### config.mk
export PLATFORM = sky130hd
export DESIGN_NAME = greedy_nearest_agent_assign
export DESIGN_NICKNAME = d
export VERILOG_FILES = /design/src/rtl/gna_pkg.sv /design/src/rtl/greedy_nearest_agent_assign.sv
export SDC_FILE = /design/constraint.sdc
export NUM_CORES = 2
export LEC_CHECK = 0
export BUFFER_PORTS_ARGS = -buffer_cell sky130_fd_sc_hd__clkbuf_2
export CAP_MARGIN = 15
export CORE_UTILIZATION = 40
export CTS_BUF_LIST = sky130_fd_sc_hd__clkbuf_4
export CTS_CLUSTER_DIAMETER = 100
export DETAILED_ROUTE_END_ITERATION = 7
export HOLD_SLACK_MARGIN = 0.12
export SLEW_MARGIN = 30
export SYNTH_ARGS = -nofsm -noshare
export SYNTH_HDL_FRONTEND = slang
export SYNTH_SLANG_ARGS = --single-unit
### constraint.sdc
create_clock -name clock -period 9 [get_ports clock]
set_clock_uncertainty 0.1 [all_clocks]
set_input_delay 0 -clock clock [delete_from_list [all_inputs] [get_ports clock]]
set_output_delay 0 -clock clock [all_outputs]
set_load 0.1 [all_outputs]
### src/rtl/gna_pkg.sv
// Shared constants, codes and the absolute-difference helper for the agent assigner.
package gna_pkg;

   localparam int COORD_W        = 24;
   localparam int MERGE_W        = 25;
   localparam int AGENT_FIELD_W  = 3;
   localparam int SQ_W           = 2 * COORD_W;
   localparam int DIST_W         = SQ_W + 1;
   localparam int CSR_DATA_W     = 32;
   localparam int CSR_ADDR_W     = 3;
   localparam int AGENTS_DEFAULT = 3;

   localparam logic [MERGE_W-1:0] MERGE_RESET = MERGE_W'(4096);

   // transaction kinds
   localparam logic KIND_AGENT  = 1'b0;
   localparam logic KIND_TARGET = 1'b1;

   // register index taken from paddr above the byte offset
   localparam logic REG_MERGE = 1'b0;

   // |a - b| of two signed coordinates; always fits the coordinate width unsigned
   function automatic logic [COORD_W-1:0] abs_diff(input logic signed [COORD_W-1:0] a,
                                                   input logic signed [COORD_W-1:0] b);
      logic signed [COORD_W:0] d;
      logic signed [COORD_W:0] n;
      d = {a[COORD_W-1], a} - {b[COORD_W-1], b};
      n = -d;
      return d[COORD_W] ? n[COORD_W-1:0] : d[COORD_W-1:0];
   endfunction

endpackage

### src/rtl/greedy_nearest_agent_assign.sv
// Greedy nearest-agent assigner: target table, merge check and agent selection.
// Agent updates are taken while idle and never raise busy; they give no result.
// A target report holds busy through the merge scan of the stored targets, the decide step,
// the scan of the free agents (held agents are skipped) and the done state.
// rsp_strobe rises as busy falls; a new transaction can be taken in that cycle.
// Results cannot be stalled. Synchronous reset zeroes agents, empties the table, merge = 4096.
module greedy_nearest_agent_assign
   import gna_pkg::*;
#(
   parameter int AGENTS = AGENTS_DEFAULT
) (
   input  logic                              clock,
   input  logic                              reset,
   input  logic                              start,
   output logic                              busy,
   input  logic                              req_kind,
   input  logic [AGENT_FIELD_W-1:0]          req_agent,
   input  logic signed [COORD_W-1:0]         req_pos_x,
   input  logic signed [COORD_W-1:0]         req_pos_y,
   input  logic signed [COORD_W-1:0]         req_pos_z,
   output logic                              rsp_strobe,
   output logic signed [COORD_W-1:0]         rsp_goal_x,
   output logic signed [COORD_W-1:0]         rsp_goal_y,
   output logic signed [COORD_W-1:0]         rsp_goal_z,
   output logic [AGENT_FIELD_W-1:0]          rsp_assigned_agent,
   output logic [AGENT_FIELD_W-1:0]          rsp_target_slot,
   output logic                              rsp_added,
   output logic                              rsp_dropped,
   input  logic                              psel,
   input  logic                              penable,
   input  logic                              pwrite,
   input  logic [CSR_ADDR_W-1:0]             paddr,
   input  logic [CSR_DATA_W-1:0]             pwdata,
   output logic [CSR_DATA_W-1:0]             prdata,
   output logic                              pready
);

   localparam int AW = (AGENTS > 1) ? $clog2(AGENTS) : 1;
   localparam int CW = $clog2(AGENTS + 1);

   localparam logic [2:0] ST_IDLE   = 3'd0;
   localparam logic [2:0] ST_MERGE  = 3'd1;
   localparam logic [2:0] ST_DECIDE = 3'd2;
   localparam logic [2:0] ST_ASSIGN = 3'd3;
   localparam logic [2:0] ST_DONE   = 3'd4;

   localparam logic [1:0] PH_X   = 2'd0;
   localparam logic [1:0] PH_Y   = 2'd1;
   localparam logic [1:0] PH_SQ  = 2'd2;
   localparam logic [1:0] PH_CMP = 2'd3;

   logic [2:0]                state_ff, state_in;
   logic [1:0]                phase_ff, phase_in;
   logic [CW-1:0]             idx_ff, idx_in;
   logic [CW-1:0]             count_ff, count_in;
   logic [AW-1:0]             slot_ff, slot_in;
   logic                      rep_ff, rep_in;
   logic                      added_ff, added_in;
   logic                      dropped_ff, dropped_in;
   logic                      have_ff, have_in;
   logic [AW-1:0]             best_ff, best_in;
   logic [DIST_W-1:0]         best_d_ff, best_d_in;
   logic [COORD_W-1:0]        d_ff, d_in;
   logic [SQ_W-1:0]           prod_ff, prod_in;
   logic [SQ_W-1:0]           acc_ff, acc_in;
   logic signed [COORD_W-1:0] lat_x_ff, lat_x_in;
   logic signed [COORD_W-1:0] lat_y_ff, lat_y_in;
   logic signed [COORD_W-1:0] lat_z_ff, lat_z_in;
   logic [MERGE_W-1:0]        merge_ff;

   logic signed [COORD_W-1:0] agent_x_ff  [AGENTS];
   logic signed [COORD_W-1:0] agent_y_ff  [AGENTS];
   logic signed [COORD_W-1:0] target_x_ff [AGENTS];
   logic signed [COORD_W-1:0] target_y_ff [AGENTS];
   logic signed [COORD_W-1:0] target_z_ff [AGENTS];
   logic [AW-1:0]             owner_ff    [AGENTS];

   logic                      rsp_strobe_ff;
   logic signed [COORD_W-1:0] rsp_goal_x_ff, rsp_goal_y_ff, rsp_goal_z_ff;
   logic [AGENT_FIELD_W-1:0]  rsp_agent_ff, rsp_slot_ff;
   logic                      rsp_added_ff, rsp_dropped_ff;

   logic                      agent_we, target_we, owner_we, emit;
   logic [AW-1:0]             aidx, tidx;
   logic [AGENTS-1:0]         held;
   logic signed [COORD_W-1:0] diff_a, diff_b;
   logic [COORD_W-1:0]        diff;
   logic [SQ_W-1:0]           sq;
   logic [MERGE_W-1:0]        msum;
   logic [DIST_W-1:0]         cand_dist;
   logic [CW-1:0]             count_dec;
   logic [AW-1:0]             slot_last;
   logic                      csr_wr;

   assign aidx = idx_ff[AW-1:0];
   assign tidx = (state_ff == ST_MERGE) ? idx_ff[AW-1:0] : slot_ff;

   // shared arithmetic
   assign diff      = abs_diff(diff_a, diff_b);
   assign sq        = d_ff * d_ff;
   assign msum      = MERGE_W'(acc_ff[COORD_W-1:0]) + MERGE_W'(d_ff);
   assign cand_dist = DIST_W'(acc_ff) + DIST_W'(prod_ff);
   assign count_dec = count_ff - CW'(1);
   assign slot_last = count_dec[AW-1:0];

   // agents held by earlier targets
   always_comb begin
      held = '0;
      for (int j = 0; j < AGENTS; j++) begin
         for (int a = 0; a < AGENTS; a++) begin
            if ((AW'(j) < slot_ff) && (owner_ff[j] == AW'(a))) begin
               held[a] = 1'b1;
            end
         end
      end
   end

   always_comb begin
      if (state_ff == ST_MERGE) begin
         diff_a = (phase_ff == PH_X) ? target_x_ff[tidx] : target_y_ff[tidx];
         diff_b = (phase_ff == PH_X) ? lat_x_ff : lat_y_ff;
      end else begin
         diff_a = (phase_ff == PH_X) ? agent_x_ff[aidx] : agent_y_ff[aidx];
         diff_b = (phase_ff == PH_X) ? target_x_ff[tidx] : target_y_ff[tidx];
      end
   end

   always_comb begin
      state_in   = state_ff;
      phase_in   = phase_ff;
      idx_in     = idx_ff;
      count_in   = count_ff;
      slot_in    = slot_ff;
      rep_in     = rep_ff;
      added_in   = added_ff;
      dropped_in = dropped_ff;
      have_in    = have_ff;
      best_in    = best_ff;
      best_d_in  = best_d_ff;
      d_in       = d_ff;
      prod_in    = prod_ff;
      acc_in     = acc_ff;
      lat_x_in   = lat_x_ff;
      lat_y_in   = lat_y_ff;
      lat_z_in   = lat_z_ff;
      agent_we   = 1'b0;
      target_we  = 1'b0;
      owner_we   = 1'b0;
      emit       = 1'b0;
      case (state_ff)
         ST_IDLE: begin
            if (start) begin
               if (req_kind == KIND_TARGET) begin
                  lat_x_in = req_pos_x;
                  lat_y_in = req_pos_y;
                  lat_z_in = req_pos_z;
                  idx_in   = '0;
                  phase_in = PH_X;
                  rep_in   = 1'b0;
                  state_in = ST_MERGE;
               end else if ({1'b0, req_agent} < (AGENT_FIELD_W + 1)'(AGENTS)) begin
                  agent_we = 1'b1;
               end
            end
         end
         ST_MERGE: begin
            if (idx_ff == count_ff) begin
               state_in = ST_DECIDE;
            end else begin
               case (phase_ff)
                  PH_X: begin
                     d_in     = diff;
                     phase_in = PH_Y;
                  end
                  PH_Y: begin
                     d_in     = diff;
                     acc_in   = SQ_W'(d_ff);
                     phase_in = PH_SQ;
                  end
                  default: begin
                     if (msum < merge_ff) begin
                        rep_in   = 1'b1;
                        state_in = ST_DECIDE;
                     end else begin
                        idx_in   = idx_ff + CW'(1);
                        phase_in = PH_X;
                     end
                  end
               endcase
            end
         end
         ST_DECIDE: begin
            added_in   = 1'b0;
            dropped_in = 1'b0;
            slot_in    = slot_last;
            idx_in     = '0;
            phase_in   = PH_X;
            have_in    = 1'b0;
            state_in   = ST_ASSIGN;
            if (!rep_ff) begin
               if (count_ff < CW'(AGENTS)) begin
                  target_we = 1'b1;
                  count_in  = count_ff + CW'(1);
                  added_in  = 1'b1;
                  slot_in   = count_ff[AW-1:0];
               end else begin
                  dropped_in = 1'b1;
               end
            end
         end
         ST_ASSIGN: begin
            if (idx_ff == CW'(AGENTS)) begin
               state_in = ST_DONE;
            end else begin
               case (phase_ff)
                  PH_X: begin
                     if (held[aidx]) begin
                        idx_in = idx_ff + CW'(1);
                     end else begin
                        d_in     = diff;
                        phase_in = PH_Y;
                     end
                  end
                  PH_Y: begin
                     d_in     = diff;
                     prod_in  = sq;
                     phase_in = PH_SQ;
                  end
                  PH_SQ: begin
                     prod_in  = sq;
                     acc_in   = prod_ff;
                     phase_in = PH_CMP;
                  end
                  default: begin
                     // strict compare keeps the lower index on a tie
                     if (!have_ff || (cand_dist < best_d_ff)) begin
                        have_in   = 1'b1;
                        best_d_in = cand_dist;
                        best_in   = aidx;
                     end
                     idx_in   = idx_ff + CW'(1);
                     phase_in = PH_X;
                  end
               endcase
            end
         end
         ST_DONE: begin
            owner_we = 1'b1;
            emit     = 1'b1;
            state_in = ST_IDLE;
         end
         default: begin
            state_in = ST_IDLE;
         end
      endcase
   end

   assign csr_wr = psel && penable && pwrite && pready && (paddr[2] == REG_MERGE);

   always_ff @(posedge clock) begin
      if (reset) begin
         state_ff      <= ST_IDLE;
         phase_ff      <= PH_X;
         idx_ff        <= '0;
         count_ff      <= '0;
         have_ff       <= 1'b0;
         rsp_strobe_ff <= 1'b0;
         merge_ff      <= MERGE_RESET;
         for (int i = 0; i < AGENTS; i++) begin
            agent_x_ff[i] <= '0;
            agent_y_ff[i] <= '0;
         end
      end else begin
         state_ff      <= state_in;
         phase_ff      <= phase_in;
         idx_ff        <= idx_in;
         count_ff      <= count_in;
         have_ff       <= have_in;
         rsp_strobe_ff <= emit;
         if (csr_wr) begin
            merge_ff <= pwdata[MERGE_W-1:0];
         end
         if (agent_we) begin
            agent_x_ff[req_agent[AW-1:0]] <= req_pos_x;
            agent_y_ff[req_agent[AW-1:0]] <= req_pos_y;
         end
      end
   end

   always_ff @(posedge clock) begin
      slot_ff    <= slot_in;
      rep_ff     <= rep_in;
      added_ff   <= added_in;
      dropped_ff <= dropped_in;
      best_ff    <= best_in;
      best_d_ff  <= best_d_in;
      d_ff       <= d_in;
      prod_ff    <= prod_in;
      acc_ff     <= acc_in;
      lat_x_ff   <= lat_x_in;
      lat_y_ff   <= lat_y_in;
      lat_z_ff   <= lat_z_in;
      if (target_we) begin
         target_x_ff[count_ff[AW-1:0]] <= lat_x_ff;
         target_y_ff[count_ff[AW-1:0]] <= lat_y_ff;
         target_z_ff[count_ff[AW-1:0]] <= lat_z_ff;
      end
      if (owner_we) begin
         owner_ff[slot_ff] <= best_ff;
      end
      if (emit) begin
         rsp_goal_x_ff  <= target_x_ff[tidx];
         rsp_goal_y_ff  <= target_y_ff[tidx];
         rsp_goal_z_ff  <= target_z_ff[tidx];
         rsp_agent_ff   <= AGENT_FIELD_W'(best_ff);
         rsp_slot_ff    <= AGENT_FIELD_W'(slot_ff);
         rsp_added_ff   <= added_ff;
         rsp_dropped_ff <= dropped_ff;
      end
   end

   assign busy               = (state_ff != ST_IDLE);
   assign rsp_strobe         = rsp_strobe_ff;
   assign rsp_goal_x         = rsp_goal_x_ff;
   assign rsp_goal_y         = rsp_goal_y_ff;
   assign rsp_goal_z         = rsp_goal_z_ff;
   assign rsp_assigned_agent = rsp_agent_ff;
   assign rsp_target_slot    = rsp_slot_ff;
   assign rsp_added          = rsp_added_ff;
   assign rsp_dropped        = rsp_dropped_ff;

   assign pready = 1'b1;
   assign prdata = (paddr[2] == REG_MERGE) ? CSR_DATA_W'(merge_ff) : '0;

endmodule

==> flow_metrics.tcl <==
set metrics [dict create \
    outcome "completed" \
    final_layout_size_suffix_gt1_share_pct 13.1 \
    die_area_sq_um 133000 \
    syn-mean-instance-area_sq_um 11.6 \
    stdcell_count 7138 \
    slew_headroom_pct 34.4 \
    layout-area-overhead-vs-synth_pct 17.7 \
    placement_rows 132 \
    grtUsageTotal_pct 20.0 \
    clock_tree.htree_level_count 4 \
    grt_first_pass_wirelength_microns 205000 \
    grt_setup_unrepaired "no" \
    cts_resized 0 \
    setup.worst_path.class "reg -> reg" \
    avgViaCountPerCell 4.99 \
    drc 0 \
    startpoint_type "register" \
    longest_clk_path_bufs 3 \
    final_nets 6136 \
    hp-class "reg -> reg" \
    place_congestion 0.861 \
    placeableCoreArea_sq_um 130000 \
    cell_types_with_the_largest_area_share_after_synthesis "sky130_fd_sc_hd__edfxtp_1 (42%), sky130_fd_sc_hd__fa_1 (16%), sky130_fd_sc_hd__ha_1 (8.5%), sky130_fd_sc_hd__inv_1 (5.0%), sky130_fd_sc_hd__and2_1 (3.2%)" \
    first_pass_iters 5 \
    fin_setup_tns_ns 0 \
    antenna_left 0 \
    largest_net_degree_at_the_start_of_global_routing 78 \
    detail_route.wl_per_cell_microns 18.4 \
    post_synth_inst_count 4543 \
    first_global_vias 37200 \
    fmax_ghz 0.121 \
    crit_share_post_route_pct 91.6 \
    cp_data_required_time_ns 9.78 \
    placed_cells_incl_taps 6444 \
    synth-async-reset-ratio_pct 0 \
    vias 35600 \
    design.portCount 232 \
    antenna_found_initial 4 \
    numCtsBuffers 199 \
    max_fo_critical_path 18 \
    r2r_setup_slack_ns 0.75 \
    synthDistinctLibCells 79 \
    grt-ovfl-total 0 \
    worst-endpoint-arrival_ns 9.03 \
    synth_largest_area_cell "sky130_fd_sc_hd__edfxtp_1" \
    chipWidth_microns 365 \
    synth_top_area_share_pct 42.1 \
    max-cap-violations 0 \
    timing_worst_slew_pin_value_ns 0.964 \
    count_of_buffers_added_by_post_cts_timing_repair_for_setup 0 \
    die_y_microns 365 \
    detailed_route_wl_microns 131000 \
    synth_area_sq_um 52700 \
    initial_core_util_pct 40.5 \
    cts_root_buffer "sky130_fd_sc_hd__clkbuf_4" \
    finalSetupViolations 0 \
    ys_ff_latch 777 \
    cts.sinks 777 \
    cts_tree "done" \
    layout_min_cycle_time_ns 8.25 \
    seq_area_frac_synth_pct 43.5 \
    dp_hpwl_microns 92500 \
    clock_insertion_delay_worst_skew_ns 1.20 \
    holdBufCountCts 335 \
    ys_warn_count 0 \
    io_buffer_count 212 \
    hold_viol_final 0 \
    drt_iter0_drc 1976 \
    synth_edf_count 739 \
    synth_top_flop_cell "sky130_fd_sc_hd__edfxtp_1" \
    critical_path_endpoint_category "register" \
    slew_viol_final 0 \
    path_clk_slew_ns 0.07 \
]
[critical path, stage by stage (launching register included)]
cell and delay (ns):
sky130_fd_sc_hd__edfxtp_1 0.58, sky130_fd_sc_hd__buf_4 0.39, sky130_fd_sc_hd__nand2_1 0.18, sky130_fd_sc_hd__fa_1 0.55, sky130_fd_sc_hd__inv_1 0.05, sky130_fd_sc_hd__fa_1 0.49
sky130_fd_sc_hd__inv_1 0.05, sky130_fd_sc_hd__fa_1 0.52, sky130_fd_sc_hd__inv_1 0.05, sky130_fd_sc_hd__fa_1 0.50, sky130_fd_sc_hd__fa_1 0.48, sky130_fd_sc_hd__fa_1 0.50
sky130_fd_sc_hd__inv_1 0.05, sky130_fd_sc_hd__fa_1 0.47, sky130_fd_sc_hd__inv_1 0.04, sky130_fd_sc_hd__ha_1 0.39, sky130_fd_sc_hd__nand3_1 0.16, sky130_fd_sc_hd__nor2_1 0.25
sky130_fd_sc_hd__nor4bb_1 0.54, sky130_fd_sc_hd__o311ai_1 0.22, sky130_fd_sc_hd__a21boi_0 0.28, sky130_fd_sc_hd__a41oi_1 0.33, sky130_fd_sc_hd__a21oi_1 0.44, sky130_fd_sc_hd__a221oi_1 0.15
sky130_fd_sc_hd__xnor2_1 0.15
[layout make-up]
type	count	area [sq um]
Fill cell	11800	68100
Multi-Input combinational cell	2934	26700
Sequential cell	777	23000
Timing Repair Buffer	617	4950
Inverter	709	2660
Clock buffer	293	2200
Tap cell	1742	2180
Clock inverter	60	388
Antenna cell	6	15.0
[synthesized netlist by cell type (6+ instances only)]
| cell type | instances |
|---|---|
| sky130_fd_sc_hd__buf_4 | 10 |
| sky130_fd_sc_hd__a211oi_1 | 10 |
| sky130_fd_sc_hd__o21bai_1 | 23 |
| sky130_fd_sc_hd__a21oi_1 | 246 |
| sky130_fd_sc_hd__a21o_1 | 104 |
| sky130_fd_sc_hd__nor3b_1 | 9 |
| sky130_fd_sc_hd__xnor2_1 | 101 |
| sky130_fd_sc_hd__o31ai_1 | 8 |
| sky130_fd_sc_hd__nor2_1 | 208 |
| sky130_fd_sc_hd__a31oi_1 | 15 |
| sky130_fd_sc_hd__edfxtp_1 | 739 |
| sky130_fd_sc_hd__clkbuf_1 | 145 |
| sky130_fd_sc_hd__or3_1 | 17 |
| sky130_fd_sc_hd__and2_1 | 271 |
| sky130_fd_sc_hd__xor2_1 | 54 |
| sky130_fd_sc_hd__mux2_2 | 26 |
| sky130_fd_sc_hd__inv_1 | 709 |
| sky130_fd_sc_hd__and3_1 | 43 |
| sky130_fd_sc_hd__nor3_1 | 31 |
| sky130_fd_sc_hd__nand4_1 | 24 |
| sky130_fd_sc_hd__o21ai_0 | 127 |
| sky130_fd_sc_hd__a2111oi_0 | 9 |
| sky130_fd_sc_hd__fa_1 | 424 |
| sky130_fd_sc_hd__or2_2 | 8 |
| sky130_fd_sc_hd__nor2b_1 | 24 |
| sky130_fd_sc_hd__nand3_1 | 34 |
| sky130_fd_sc_hd__o2111ai_1 | 9 |
| sky130_fd_sc_hd__mux4_2 | 48 |
| sky130_fd_sc_hd__dfxtp_1 | 38 |
| sky130_fd_sc_hd__a311oi_1 | 6 |
| sky130_fd_sc_hd__nand2_1 | 367 |
| sky130_fd_sc_hd__ha_1 | 357 |
| sky130_fd_sc_hd__nand2b_1 | 25 |
| sky130_fd_sc_hd__buf_1 | 23 |
| sky130_fd_sc_hd__o21a_1 | 19 |
| sky130_fd_sc_hd__o211ai_1 | 6 |
| sky130_fd_sc_hd__mux2i_1 | 132 |
[layer usage]
layer  vias to the layer above  global-route usage (%)  part of all wire [%]
li1                      16900                       -                     -
met1                     17500                    25.3                    43
met2                       961                    34.3                    49
met3                       248                    3.08                   4.8
met4                         2                    7.54                   3.0
met5                         -                       0                0.0099
[kinds of logic after synthesis]
group / synth area share, %
buffers and inverters: 6.39
AOI/OAI and AO/OA: 7.58
adders and majority gates: 24.6
muxes: 5.11
xor gates and xnor gates: 2.57
DFF: 43.5
and+or+nand+nor: 10.2
other: 0.0142
[path summary, 6_finish.rpt]
path	from	endpoint	cells after the start
worst max register to register	d_ff[7]	prod_ff[47]	24
worst min register to register	lat_z_ff[15]	target_z_ff[1][15]	0
worst min-delay path	lat_z_ff[15]	target_z_ff[1][15]	0
worst max-delay path	d_ff[7]	prod_ff[47]	24
[flip-flops by register name (all words and copies together) (netlist names), 3 cells and up, named ones only]
name         flops
acc_ff          48
agent_x_ff      96
agent_y_ff      96
best_d_ff       49
d_ff            24
lat_x_ff        24
lat_y_ff        24
lat_z_ff        24
merge_ff        25
owner_ff         6
prod_ff         47
rsp_goal_x      24
rsp_goal_y      24
rsp_goal_z      24
state_ff         3
target_x_ff     72
target_y_ff     72
target_z_ff     72
[cell usage in the layout, fill, tap and decap left out, types with 69 or more instances in the layout]
cell	synthesis	routed
sky130_fd_sc_hd__a21o_1	104	104
sky130_fd_sc_hd__buf_4	10	69
sky130_fd_sc_hd__edfxtp_1	739	739
sky130_fd_sc_hd__fa_1	424	424
sky130_fd_sc_hd__and2_1	271	270
sky130_fd_sc_hd__clkbuf_2	0	212
sky130_fd_sc_hd__clkbuf_4	0	293
sky130_fd_sc_hd__nand2_1	367	367
sky130_fd_sc_hd__xnor2_1	101	101
sky130_fd_sc_hd__mux2i_1	132	130
sky130_fd_sc_hd__dlygate4sd3_1	0	335
sky130_fd_sc_hd__a21oi_1	246	244
sky130_fd_sc_hd__ha_1	357	356
sky130_fd_sc_hd__nor2_1	208	207
sky130_fd_sc_hd__o21ai_0	127	127
sky130_fd_sc_hd__inv_1	709	708
[metrics by stage]
stage / hold slack [ns] / utilization [%] / setup WS [ns] / area, sq um
2_1_floorplan: -0.00113 / - / 1.55 / 52900
3_5_place_dp: 0.0789 / 43.1 / 0.803 / 56100
4_1_cts: 0.178 / 47.7 / 0.745 / 62100
3_3_place_gp: 0.0775 / 43.1 / 0.851 / 56100
6_report: 0.329 / 47.7 / 0.753 / 62100
5_1_grt: 0.341 / 47.7 / 0.440 / 62100
Power is left out: the tool's default activity adds up to more than one toggle a clock period on the data nets, which glitch-free logic cannot reach.
